==> config.mk <==
export PLATFORM = sky130hd
export DESIGN_NAME = assoc_cache_oldest_evict_flat
export DESIGN_NICKNAME = d
export VERILOG_FILES = /design/src/rtl/acoe_pkg.sv /design/src/rtl/acoe_if.sv /design/src/rtl/assoc_cache_oldest_evict.sv /design/src/rtl/acoe_ctrl.sv /design/src/rtl/acoe_datapath.sv /design/src/flat_wrapper.sv
export SDC_FILE = /design/constraint.sdc
export NUM_CORES = 2
export LEC_CHECK = 0
export ABC_AREA = 1
export BUFFER_PORTS_ARGS = -buffer_cell sky130_fd_sc_hd__buf_2
export CAP_MARGIN = 20
export CORE_ASPECT_RATIO = 1.25
export CORE_MARGIN = 2
export CORE_UTILIZATION = 57
export CTS_BUF_LIST = sky130_fd_sc_hd__clkbuf_16
export DETAILED_ROUTE_END_ITERATION = 10
export GPL_ROUTABILITY_DRIVEN = 0
export PLACE_DENSITY = 0.76
export SYNTH_ARGS = -nofsm -noshare
export SYNTH_HDL_FRONTEND = slang
export SYNTH_SLANG_ARGS = --single-unit
==> constraint.sdc <==
create_clock -name clk -period 6.9 [get_ports clk]
set_clock_uncertainty 0.2 [all_clocks]
set_input_delay 1.38 -clock clk [delete_from_list [all_inputs] [get_ports clk]]
set_output_delay 1.38 -clock clk [all_outputs]
set_load 0.01 [all_outputs]
==> src/rtl/acoe_pkg.sv <==
package acoe_pkg;

  localparam int ENTRIES_DEF    = 16;
  localparam int DATA_WIDTH_DEF = 64;

  localparam int CFG_W     = 5;
  localparam int KEY_W     = 32;
  localparam int PAYLOAD_W = 64;
  localparam int SLOT_W    = 4;
  localparam int AGE_W     = 32;

  localparam logic [CFG_W-1:0] CFG_RESET = CFG_W'(16);

  localparam logic MODE_INSERT = 1'b0;
  localparam logic MODE_UPDATE = 1'b1;

  localparam logic STATUS_DONE = 1'b0;
  localparam logic STATUS_MISS = 1'b1;

  typedef struct packed {
    logic start;
    logic scan;
    logic fetch;
    logic write;
  } acoe_cmd_t;

  typedef struct packed {
    logic scan_done;
    logic out_free;
  } acoe_status_t;

endpackage

==> src/rtl/acoe_if.sv <==
interface acoe_req_if;
  import acoe_pkg::*;

  logic                 valid;
  logic                 ready;
  logic                 mode;
  logic [KEY_W-1:0]     key;
  logic [PAYLOAD_W-1:0] payload;

  modport source (output valid, output mode, output key, output payload, input ready);
  modport sink (input valid, input mode, input key, input payload, output ready);
endinterface

interface acoe_rsp_if;
  import acoe_pkg::*;

  logic                 valid;
  logic                 ready;
  logic                 status;
  logic [SLOT_W-1:0]    slot;
  logic                 evicted;
  logic [KEY_W-1:0]     evicted_key;
  logic [PAYLOAD_W-1:0] evicted_payload;

  modport source (output valid, output status, output slot, output evicted,
                  output evicted_key, output evicted_payload, input ready);
  modport sink (input valid, input status, input slot, input evicted,
                input evicted_key, input evicted_payload, output ready);
endinterface

==> src/rtl/assoc_cache_oldest_evict.sv <==
// Fully associative keyed cache with oldest-entry replacement. An insert beat
// fills the lowest free slot among the slots in use, or evicts the valid slot
// with the smallest age stamp (lowest index on ties) and returns its key and
// payload; an update beat rewrites the payload of the lowest matching valid slot
// or reports a miss. A request beat is accepted only while the controller is idle;
// the datapath then walks the key and age memory one slot per cycle through its
// single read port over the slots in use, fetches the chosen slot and, once the
// response register is free, writes it and loads the response register. A
// response beat waits in its own register, so a new request is taken while it is
// still held. All slots are invalid after reset and the slots-in-use register
// resets to sixteen.
module assoc_cache_oldest_evict #(
  parameter int ENTRIES    = acoe_pkg::ENTRIES_DEF,
  parameter int DATA_WIDTH = acoe_pkg::DATA_WIDTH_DEF
) (
  input  logic                       clk,
  input  logic                       rst,
  input  logic                       cfg_we,
  input  logic [acoe_pkg::CFG_W-1:0] cfg_data,
  acoe_req_if.sink                   req,
  acoe_rsp_if.source                 rsp
);
  import acoe_pkg::*;

  acoe_cmd_t    cmd;
  acoe_status_t status;

  acoe_ctrl u_ctrl (
    .clk      (clk),
    .rst      (rst),
    .in_valid (req.valid),
    .in_ready (req.ready),
    .status   (status),
    .cmd      (cmd)
  );

  acoe_datapath #(
    .ENTRIES    (ENTRIES),
    .DATA_WIDTH (DATA_WIDTH)
  ) u_datapath (
    .clk                 (clk),
    .rst                 (rst),
    .cmd                 (cmd),
    .status              (status),
    .cfg_we              (cfg_we),
    .cfg_data            (cfg_data),
    .in_mode             (req.mode),
    .in_key              (req.key),
    .in_payload          (req.payload),
    .out_valid           (rsp.valid),
    .out_ready           (rsp.ready),
    .out_status          (rsp.status),
    .out_slot            (rsp.slot),
    .out_evicted         (rsp.evicted),
    .out_evicted_key     (rsp.evicted_key),
    .out_evicted_payload (rsp.evicted_payload)
  );

endmodule

==> src/rtl/acoe_ctrl.sv <==
module acoe_ctrl (
  input  logic                  clk,
  input  logic                  rst,
  input  logic                  in_valid,
  output logic                  in_ready,
  input  acoe_pkg::acoe_status_t status,
  output acoe_pkg::acoe_cmd_t    cmd
);
  import acoe_pkg::*;

  typedef enum logic [1:0] {
    IDLE,
    SCAN,
    FETCH,
    WRITE
  } state_t;

  state_t state;
  state_t state_next;

  always_comb begin
    state_next = state;
    cmd        = '0;
    in_ready   = 1'b0;
    unique case (state)
      IDLE: begin
        in_ready = 1'b1;
        if (in_valid) begin
          cmd.start  = 1'b1;
          state_next = SCAN;
        end
      end
      SCAN: begin
        cmd.scan = 1'b1;
        if (status.scan_done) begin
          state_next = FETCH;
        end
      end
      FETCH: begin
        cmd.fetch  = 1'b1;
        state_next = WRITE;
      end
      WRITE: begin
        if (status.out_free) begin
          cmd.write  = 1'b1;
          state_next = IDLE;
        end
      end
      default: begin
        state_next = IDLE;
      end
    endcase
  end

  always_ff @(posedge clk) begin
    if (rst) begin
      state <= IDLE;
    end else begin
      state <= state_next;
    end
  end

endmodule

==> src/rtl/acoe_datapath.sv <==
module acoe_datapath #(
  parameter int ENTRIES    = acoe_pkg::ENTRIES_DEF,
  parameter int DATA_WIDTH = acoe_pkg::DATA_WIDTH_DEF
) (
  input  logic                           clk,
  input  logic                           rst,
  input  acoe_pkg::acoe_cmd_t            cmd,
  output acoe_pkg::acoe_status_t         status,
  input  logic                           cfg_we,
  input  logic [acoe_pkg::CFG_W-1:0]     cfg_data,
  input  logic                           in_mode,
  input  logic [acoe_pkg::KEY_W-1:0]     in_key,
  input  logic [acoe_pkg::PAYLOAD_W-1:0] in_payload,
  output logic                           out_valid,
  input  logic                           out_ready,
  output logic                           out_status,
  output logic [acoe_pkg::SLOT_W-1:0]    out_slot,
  output logic                           out_evicted,
  output logic [acoe_pkg::KEY_W-1:0]     out_evicted_key,
  output logic [acoe_pkg::PAYLOAD_W-1:0] out_evicted_payload
);
  import acoe_pkg::*;

  localparam int AW = (ENTRIES > 1) ? $clog2(ENTRIES) : 1;
  localparam int CW = $clog2(ENTRIES + 1);

  logic [CFG_W-1:0]      cfg;
  logic [CW-1:0]         n_used;

  logic                  mode_r;
  logic [KEY_W-1:0]      key_r;
  logic [DATA_WIDTH-1:0] pay_r;

  logic [CW-1:0]         idx;
  logic [AW-1:0]         pj;
  logic                  pv;
  logic                  found;
  logic [AW-1:0]         target;
  logic [AW-1:0]         victim;
  logic [AGE_W-1:0]      best_age;
  logic [AGE_W-1:0]      age_counter;
  logic [ENTRIES-1:0]    valid_bits;

  logic [KEY_W-1:0]      keys_mem [ENTRIES];
  logic [DATA_WIDTH-1:0] pays_mem [ENTRIES];
  logic [AGE_W-1:0]      ages_mem [ENTRIES];

  logic [KEY_W-1:0]      rd_key;
  logic [DATA_WIDTH-1:0] rd_pay;
  logic [AGE_W-1:0]      rd_age;

  logic [AW-1:0]         rd_addr;
  logic [AW-1:0]         wr_slot;
  logic                  idx_live;
  logic                  slot_valid;
  logic                  hit;
  logic                  evict;

  always_comb begin
    int n_int;
    n_int = int'(cfg);
    if (n_int == 0) begin
      n_int = 1;
    end
    if (n_int > ENTRIES) begin
      n_int = ENTRIES;
    end
    n_used = CW'(n_int);
  end

  assign idx_live   = idx < n_used;
  assign wr_slot    = found ? target : victim;
  assign slot_valid = valid_bits[pj];
  assign hit        = (mode_r == MODE_INSERT) || found;
  assign evict      = (mode_r == MODE_INSERT) && !found;

  always_comb begin
    if (cmd.fetch) begin
      rd_addr = wr_slot;
    end else if (idx_live) begin
      rd_addr = idx[AW-1:0];
    end else begin
      rd_addr = target;
    end
  end

  assign status.scan_done = cmd.scan && pv && (CW'(pj) == n_used - CW'(1));
  assign status.out_free  = !out_valid || out_ready;

  always_ff @(posedge clk) begin
    if (rst) begin
      cfg <= CFG_RESET;
    end else if (cfg_we) begin
      cfg <= cfg_data;
    end
  end

  always_ff @(posedge clk) begin
    rd_key <= keys_mem[rd_addr];
    rd_pay <= pays_mem[rd_addr];
    rd_age <= ages_mem[rd_addr];
    if (cmd.write && hit) begin
      pays_mem[target] <= pay_r;
      ages_mem[target] <= age_counter;
      if (mode_r == MODE_INSERT) begin
        keys_mem[target] <= key_r;
      end
    end
  end

  always_ff @(posedge clk) begin
    if (cmd.start) begin
      mode_r <= in_mode;
      key_r  <= in_key;
      pay_r  <= in_payload[DATA_WIDTH-1:0];
      idx    <= '0;
      found  <= 1'b0;
    end
    if (cmd.scan) begin
      pj <= idx[AW-1:0];
      if (idx_live) begin
        idx <= idx + CW'(1);
      end
      if (pv && !found) begin
        if (mode_r == MODE_INSERT) begin
          if (!slot_valid) begin
            found  <= 1'b1;
            target <= pj;
          end
          if ((pj == '0) || (rd_age < best_age)) begin
            best_age <= rd_age;
            victim   <= pj;
          end
        end else if (slot_valid && (rd_key == key_r)) begin
          found  <= 1'b1;
          target <= pj;
        end
      end
    end
    if (cmd.fetch) begin
      target <= wr_slot;
    end
    if (cmd.write) begin
      out_status          <= hit ? STATUS_DONE : STATUS_MISS;
      out_slot            <= hit ? SLOT_W'(target) : '0;
      out_evicted         <= evict;
      out_evicted_key     <= evict ? rd_key : '0;
      out_evicted_payload <= evict ? PAYLOAD_W'(rd_pay) : '0;
    end
  end

  always_ff @(posedge clk) begin
    if (rst) begin
      pv          <= 1'b0;
      age_counter <= '0;
      valid_bits  <= '0;
      out_valid   <= 1'b0;
    end else begin
      pv <= cmd.scan && idx_live;
      if (cmd.write) begin
        out_valid <= 1'b1;
        if (hit) begin
          age_counter        <= age_counter + AGE_W'(1);
          valid_bits[target] <= 1'b1;
        end
      end else if (out_ready) begin
        out_valid <= 1'b0;
      end
    end
  end

endmodule

==> src/flat_wrapper.sv <==
// flat-port wrapper written by rule: the top's interface ports become plain ports
module assoc_cache_oldest_evict_flat import acoe_pkg::*;
#(
  parameter int ENTRIES    = acoe_pkg::ENTRIES_DEF,
  parameter int DATA_WIDTH = acoe_pkg::DATA_WIDTH_DEF
)
  (clk, rst, cfg_we, cfg_data, req_valid, req_mode, req_key, req_payload, req_ready, rsp_valid, rsp_status, rsp_slot, rsp_evicted, rsp_evicted_key, rsp_evicted_payload, rsp_ready);
  acoe_req_if req_i ();
  acoe_rsp_if rsp_i ();
  input  logic clk;
  input  logic rst;
  input  logic cfg_we;
  input  logic [acoe_pkg::CFG_W-1:0] cfg_data;
  input wire logic [$bits(req_i.valid)-1:0] req_valid;
  input wire logic [$bits(req_i.mode)-1:0] req_mode;
  input wire logic [$bits(req_i.key)-1:0] req_key;
  input wire logic [$bits(req_i.payload)-1:0] req_payload;
  output wire logic [$bits(req_i.ready)-1:0] req_ready;
  output wire logic [$bits(rsp_i.valid)-1:0] rsp_valid;
  output wire logic [$bits(rsp_i.status)-1:0] rsp_status;
  output wire logic [$bits(rsp_i.slot)-1:0] rsp_slot;
  output wire logic [$bits(rsp_i.evicted)-1:0] rsp_evicted;
  output wire logic [$bits(rsp_i.evicted_key)-1:0] rsp_evicted_key;
  output wire logic [$bits(rsp_i.evicted_payload)-1:0] rsp_evicted_payload;
  input wire logic [$bits(rsp_i.ready)-1:0] rsp_ready;
  assign req_i.valid = req_valid;
  assign req_i.mode = req_mode;
  assign req_i.key = req_key;
  assign req_i.payload = req_payload;
  assign req_ready = req_i.ready;
  assign rsp_valid = rsp_i.valid;
  assign rsp_status = rsp_i.status;
  assign rsp_slot = rsp_i.slot;
  assign rsp_evicted = rsp_i.evicted;
  assign rsp_evicted_key = rsp_i.evicted_key;
  assign rsp_evicted_payload = rsp_i.evicted_payload;
  assign rsp_i.ready = rsp_ready;
  assoc_cache_oldest_evict #(.ENTRIES(ENTRIES), .DATA_WIDTH(DATA_WIDTH)) u_core (.clk(clk), .rst(rst), .cfg_we(cfg_we), .cfg_data(cfg_data), .req(req_i), .rsp(rsp_i));
endmodule
; ---- After elaboration in Yosys (flattened, before gate mapping)
; Memories as Yosys holds them, arrays and structs flattened. A register that Yosys moved wholly into a read port is not among the register bits.
; Index checks and enable logic that the tools add are counted.
[word_totals]
out_inout_bits = 104
mem_bits_rw = 2048
elab_cells = 110
ff_bits = 306
in_bits = 107
memories = 3
[op_classes]
reduce_logical = 23
n_bitwise = 2
n_mux = 43
order_cmp = 6
add_sub_neg = 3
eq_ne = 10
[mem_list]
columns = name, words, width, read_ports, rd_ports_with_merged_regs, wr, line
row1 = u_core.u_datapath.pays_mem, 16, 64, 1, 1, 1, acoe_datapath.sv:45  ; logic [DATA_WIDTH-1:0] pays_mem [ENTRIES];
row2 = u_core.u_datapath.ages_mem, 16, 32, 1, 1, 1, acoe_datapath.sv:46  ; logic [AGE_W-1:0] ages_mem [ENTRIES];
row3 = u_core.u_datapath.keys_mem, 16, 32, 1, 1, 1, acoe_datapath.sv:44  ; logic [KEY_W-1:0] keys_mem [ENTRIES];
[ops]
columns = op, n
row1 = 2-to-1 mux 4 bit, 9
row2 = "adder 32 x 1 -> 32 bit, second input constant", 1
row3 = == test 32 bit, 1
row4 = "greater-than comparator 32 x 6 -> 1 bit, second input constant", 1
row5 = less-than comparator 32 bit, 1
row6 = 2-to-1 mux 5 bit, 5
row7 = 2-to-1 mux 1 bit, 23
row8 = OR 16 bit, 1
row9 = "less-than comparator 4 x 5 -> 1 bit, second input constant", 2
row10 = logical AND 1 bit, 8
row11 = one-hot mux 2 bit (4 select lines), 1
row12 = AND reduction 4 bit, 2
row13 = 2-to-1 mux 2 bit, 3
row14 = nonzero test 2 bit, 3
row15 = "adder 5 x 1 -> 5 bit, second input constant", 1
row16 = == test 4 x 5 -> 1 bit, 1
row17 = logical NOT 5 bit, 1
row18 = less-than comparator 5 bit, 1
row19 = "subtractor 5 x 1 -> 5 bit, second input constant", 1
row20 = binary-select mux 1 bit (select 4 bit), 1
row21 = demux 1 bit (select 4 bit), 1
row22 = "== test 2 bit, second input constant", 2
row23 = "greater-or-equal comparator 4 x 1 -> 1 bit, second input constant", 1
row24 = logical NOT 4 bit, 1
row25 = other kinds (11), 15

; ---- Logic depth before layout (Yosys ltp)
[logic_depth]
depth_word = 9
ltp_mapped = 18
mapped_depth_nobuf = 16

; ---- Modules after synthesis
; Synthesis repeated with hierarchy kept, for this count alone.
[hier_totals]
hier_cells = 9397
hier_area_um2 = 103595.6
[modules_own_cells]
columns = module, area_per_inst_um2, instances, cells_each
row1 = acoe_datapath, 103382.9, 1, 9367
row2 = acoe_ctrl, 212.7, 1, 30

; ---- Worst setup path before layout
; No wires, ideal clock.
[synth_path]
path_type = input port to flip-flop
startpoint = input port rsp_ready
endpoint = memory u_core.u_datapath.ages_mem[11][0] (enable)
required_ns = 6.147
n_path_buf = 2
arrival_ns = 6.228
path_stages = 8
setup_ns = 0.553
slack_ns = -0.081
path_cell_list = inv_1 -> nand2_1 -> nand2_1 -> nor2_4 -> inv_1 -> clkbuf_1 -> buf_2 -> nor2_1
[synth_via]
elab_chain_cells = 6
[synth_lines]
columns = item, line
row1 = from (decl), flat_wrapper.sv:25  ; input wire logic [$bits(rsp_i.ready)-1:0] rsp_ready;
row2 = logical OR 1 bit, acoe_datapath.sv:88  ; assign status.out_free = !out_valid || out_ready;
row3 = 2-to-1 mux 1 bit, acoe_ctrl.sv:44  ; if (status.out_free) begin
row4 = 2-to-1 mux 1 bit, acoe_ctrl.sv:25  ; unique case (state)
row5 = logical AND 1 bit, acoe_datapath.sv:102  ; if (cmd.write && hit) begin
row6 = 2-to-1 mux 1 bit, acoe_datapath.sv:102
row7 = 2-to-1 mux 1 bit (not written as such), acoe_datapath.sv:104  ; ages_mem[target] <= age_counter;
row8 = to (decl), acoe_datapath.sv:46
; Every way passes these cells.

; ---- Final worst setup path
[layout_path]
startpoint = register u_core.u_datapath.cfg[4]
endpoint = register u_core.u_datapath.rd_key[21], read port of u_core.u_datapath.keys_mem
[layout_via]
elab_chain_cells = 7
[layout_lines]
columns = item, line
row1 = from (decl), acoe_datapath.sv:27  ; logic [CFG_W-1:0] cfg;
row2 = from (signal assigned), acoe_datapath.sv:94  ; cfg <= cfg_data;
row3 = logical NOT 5 bit, acoe_datapath.sv:62  ; if (n_int == 0) begin
row4 = 2-to-1 mux 5 bit *, acoe_datapath.sv:62
row5 = greater-than comparator 32 x 6 -> 1 bit, acoe_datapath.sv:65  ; if (n_int > ENTRIES) begin
row6 = 2-to-1 mux 5 bit *, acoe_datapath.sv:65
row7 = less-than comparator 5 bit *, acoe_datapath.sv:71  ; assign idx_live = idx < n_used;
row8 = 2-to-1 mux 4 bit *, acoe_datapath.sv:80  ; end else if (idx_live) begin
row9 = 2-to-1 mux 4 bit *, acoe_datapath.sv:78  ; if (cmd.fetch) begin
row10 = to (decl), acoe_datapath.sv:48  ; logic [KEY_W-1:0] rd_key;
; Every way passes the cells marked *; elsewhere a longest branch is shown, timed or not.
; A chain may end at the register's enable or synchronous reset.

==> results_dict.tcl <==
set metrics [dict create \
    syn_inst 9406 \
    netlist_area_um2 103600 \
    antenna_found_initial 7 \
    vias 70300 \
    netlist_top_cells_area "edfxtp_1 (66%), nand3_1 (11%), nand2_1 (6.9%)" \
    p_leak_uw 0.04620 \
    grt_overflow 0 \
    yosysTopAreaCell "edfxtp_1" \
    slew_headroom_pct 18.97 \
    cts_setup_buffers 0 \
    fp-row-count 174 \
    wl_mm 261.0 \
    min_period_ns 4.827 \
    startpoint "u_core.u_datapath.cfg[4]" \
    final_layout_size_suffix_gt1_share_pct 7.209 \
    synth_top_area_share_pct 66.42 \
    vias_per_cell 5.861 \
    cp-end-kind "register" \
    start_kind "register" \
    nFillCells 13090 \
    drc 0 \
    setup_viol 0 \
    fmax_ghz 0.2072 \
    core_area_um2 180300 \
    post_cts_resized 0 \
    drtIter0Drc 8592 \
    worstPathMaxFanout 169 \
    h-tree-depth 4 \
    start_util_pct 57.46 \
    clock_latency_ns 0.88 \
    avgSynthCellArea_um2 11.01 \
    holdBufCountCts 0 \
    rsz0062_at_grt "false" \
    die_y_um 480.6 \
    path_class "reg2reg" \
    finalHoldViolCount 0 \
    maxSlewViolCount 0 \
    yosys_warnings 0 \
    dp_slack_ns 1.976 \
    ys_types 43 \
    cts-root-buf "clkbuf_16" \
    cts.path.max_buffers 3 \
    port_buffers 210 \
    ys_seq_area_share_pct 70.11 \
    tritoncts "yes" \
    power.density_nw_per_um2 408.6 \
    dieArea_um2 185200 \
    track_usage_pct 27.81 \
    worstHoldStart "u_core.u_datapath.rd_age[0]" \
    fin_ws_ns 2.073 \
    crit_arrival_ns 5.39 \
    post-route-util_pct 63.28 \
    detailed_place_hpwl_mm 124.4 \
    outcome "finished clean" \
    grt_pass1_wl_mm 394.6 \
    postRouteAntennaNets 0 \
    first_global_vias 69600 \
    wl_per_cell_um 21.76 \
    numCtsBuffers 230 \
    required_ns 7.46 \
    vdd_drop_max_uv 401.7 \
    period_share_pct 69.96 \
    cts.reportedPaths.clkPinSlew_ns 0.07 \
    drtPass1Iterations 6 \
    whs_ns 0.2321 \
    drv_cap 0 \
    grt_max_degree 216 \
    fin_nets 9553 \
    syn-num-nets 9555 \
    die_w_um 385.3 \
    cts_sinks 2482 \
    worstMarginPinSlew_ns 1.215 \
    min_path_type "reg2reg" \
    ys_ff_latch 2482 \
    pin_count 211 \
    tns_ns 0 \
    r2r-start "u_core.u_datapath.cfg[4]" \
    synthToLayoutAreaGrowth_pct 10.14 \
]
[metrics by stage]
| stage | std cells | cell area (µm²) | power (µW) |
|---|---|---|---|
| floorplan | 9406 | 103600 | 29900 |
| global placement | 11550 | 106800 | 33890 |
| detailed placement | 11550 | 106800 | 34380 |
| CTS | 11990 | 114000 | 46480 |
| global route | 11990 | 114100 | 48930 |
| finish | 11990 | 114100 | 46610 |
[cell families (layout without fill, tap and decap cells)]
logic type | count (synthesis) | in the layout | share of synthesized area, %
simple gates | 4731 | 4731 | 20.79
flops | 2482 | 2482 | 70.11
buf+inv | 1994 | 2201 | 7.636
compound gates | 124 | 124 | 0.6705
fa+ha+maj | 42 | 42 | 0.5074
xor+xnor | 30 | 30 | 0.2537
mux | 3 | 3 | 0.02899
other cells | 0 | 5 | 0
[placed cells by master, fill, tap and decap left out, drive strengths merged, types with 8 or more instances in the layout]
cell type / count
xnor2: 12
nand3: 2335
a21oi: 52
nor3: 16
edfxtp: 2291
xor2: 18
nand3b: 189
clkbuf: 231
nor2: 253
bufinv: 13
clkinvlp: 8
clkinv: 108
nand2: 1905
dfxtp: 191
o21ai: 48
ha: 42
nand4: 14
buf: 324
inv: 1517
[path summary, 6_finish.rpt]
| path | end | slack [ns] | cells past startpoint |
|---|---|---|---|
| worst min register to register | u_core.u_datapath.best_age[0] | 0.23 | 0 |
| worst max-delay path | u_core.u_datapath.rd_key[21] | 2.07 | 14 |
| worst min-delay path | u_core.u_datapath.best_age[0] | 0.23 | 0 |
| worst max register to register | u_core.u_datapath.rd_key[21] | 2.07 | 14 |
[sequential cells by signal, summed over array words and instances (netlist names), 5 cells and up]
register                               flops
u_core.u_datapath.out_evicted_payload     64
u_core.u_datapath.idx                      5
u_core.u_datapath.pay_r                   64
u_core.u_datapath.valid_bits              16
u_core.u_datapath.best_age                32
u_core.u_datapath.rd_pay                  64
u_core.u_datapath.key_r                   32
u_core.u_datapath.age_counter             32
u_core.u_datapath.rd_age                  32
u_core.u_datapath.keys_mem               512
u_core.u_datapath.cfg                      5
u_core.u_datapath.pays_mem              1024
u_core.u_datapath.ages_mem               512
u_core.u_datapath.out_evicted_key         32
u_core.u_datapath.rd_key                  32
[per-layer routing]
metal	vias up	track usage (%)	wire [µm]
met4	0	12.35	10750
met5	-	0	0
li1	31630	-	-
met3	720	4.041	25590
met1	33830	35.52	96340
met2	4116	47.30	128300
[report_power, final]
part           internal, µW  total (µW)  leakage (µW)  switching (µW)
clock network          6590       12200       0.00382            5570
logic                  4540       15700        0.0194           11200
registers             17800       18700        0.0230             879
[synth_stat cells, drive strengths merged]
master and count:
mux2i 3, o221ai 3, o21bai 1, nand3 2335, nor4 4, nor3 16, o2111ai 6, buf 386
a21o 1, nand2 1905, nor2 253, o21a 3, nor4b 1, o21ai 48, clkbuf 172, dfxtp 191
a211oi 1, nand4 14, and3 4, or2 7, nor3b 3, xor2 18, o211ai 5, edfxtp 2291
ha 42, clkinv 2, a31oi 1, a21oi 52, nand3b 189, xnor2 12, inv 1434, o22ai 3
[cell type report]
| class | count | area (µm²) | area share, % |
|---|---|---|---|
| clock inverters | 210 | 1474 | 1.292 |
| repair buffers | 324 | 2447 | 2.145 |
| flip-flops and latches | 2482 | 72620 | 63.66 |
| multi-input cells | 4930 | 23350 | 20.47 |
| diodes | 5 | 12.51 | 0.01097 |
| well taps | 2376 | 2973 | 2.606 |
| clock buffers | 231 | 5781 | 5.067 |
| inverters | 1436 | 5415 | 4.747 |
[critical path: stages, from the launching register on]
cell	delay, ns
dfxtp_1	0.33
inv_2	0.14
nand2_1	0.11
ha_1	0.30
a21oi_1	0.14
o21a_1	0.22
nand3_1	0.15
nand3_4	0.65
buf_12	0.62
buf_4	0.87
nand3_1	0.17
nand3_1	0.16
nand3_1	0.08
nand3_1	0.21
nand2_1	0.07
Note: power is estimated with default switching activity, not from simulation.
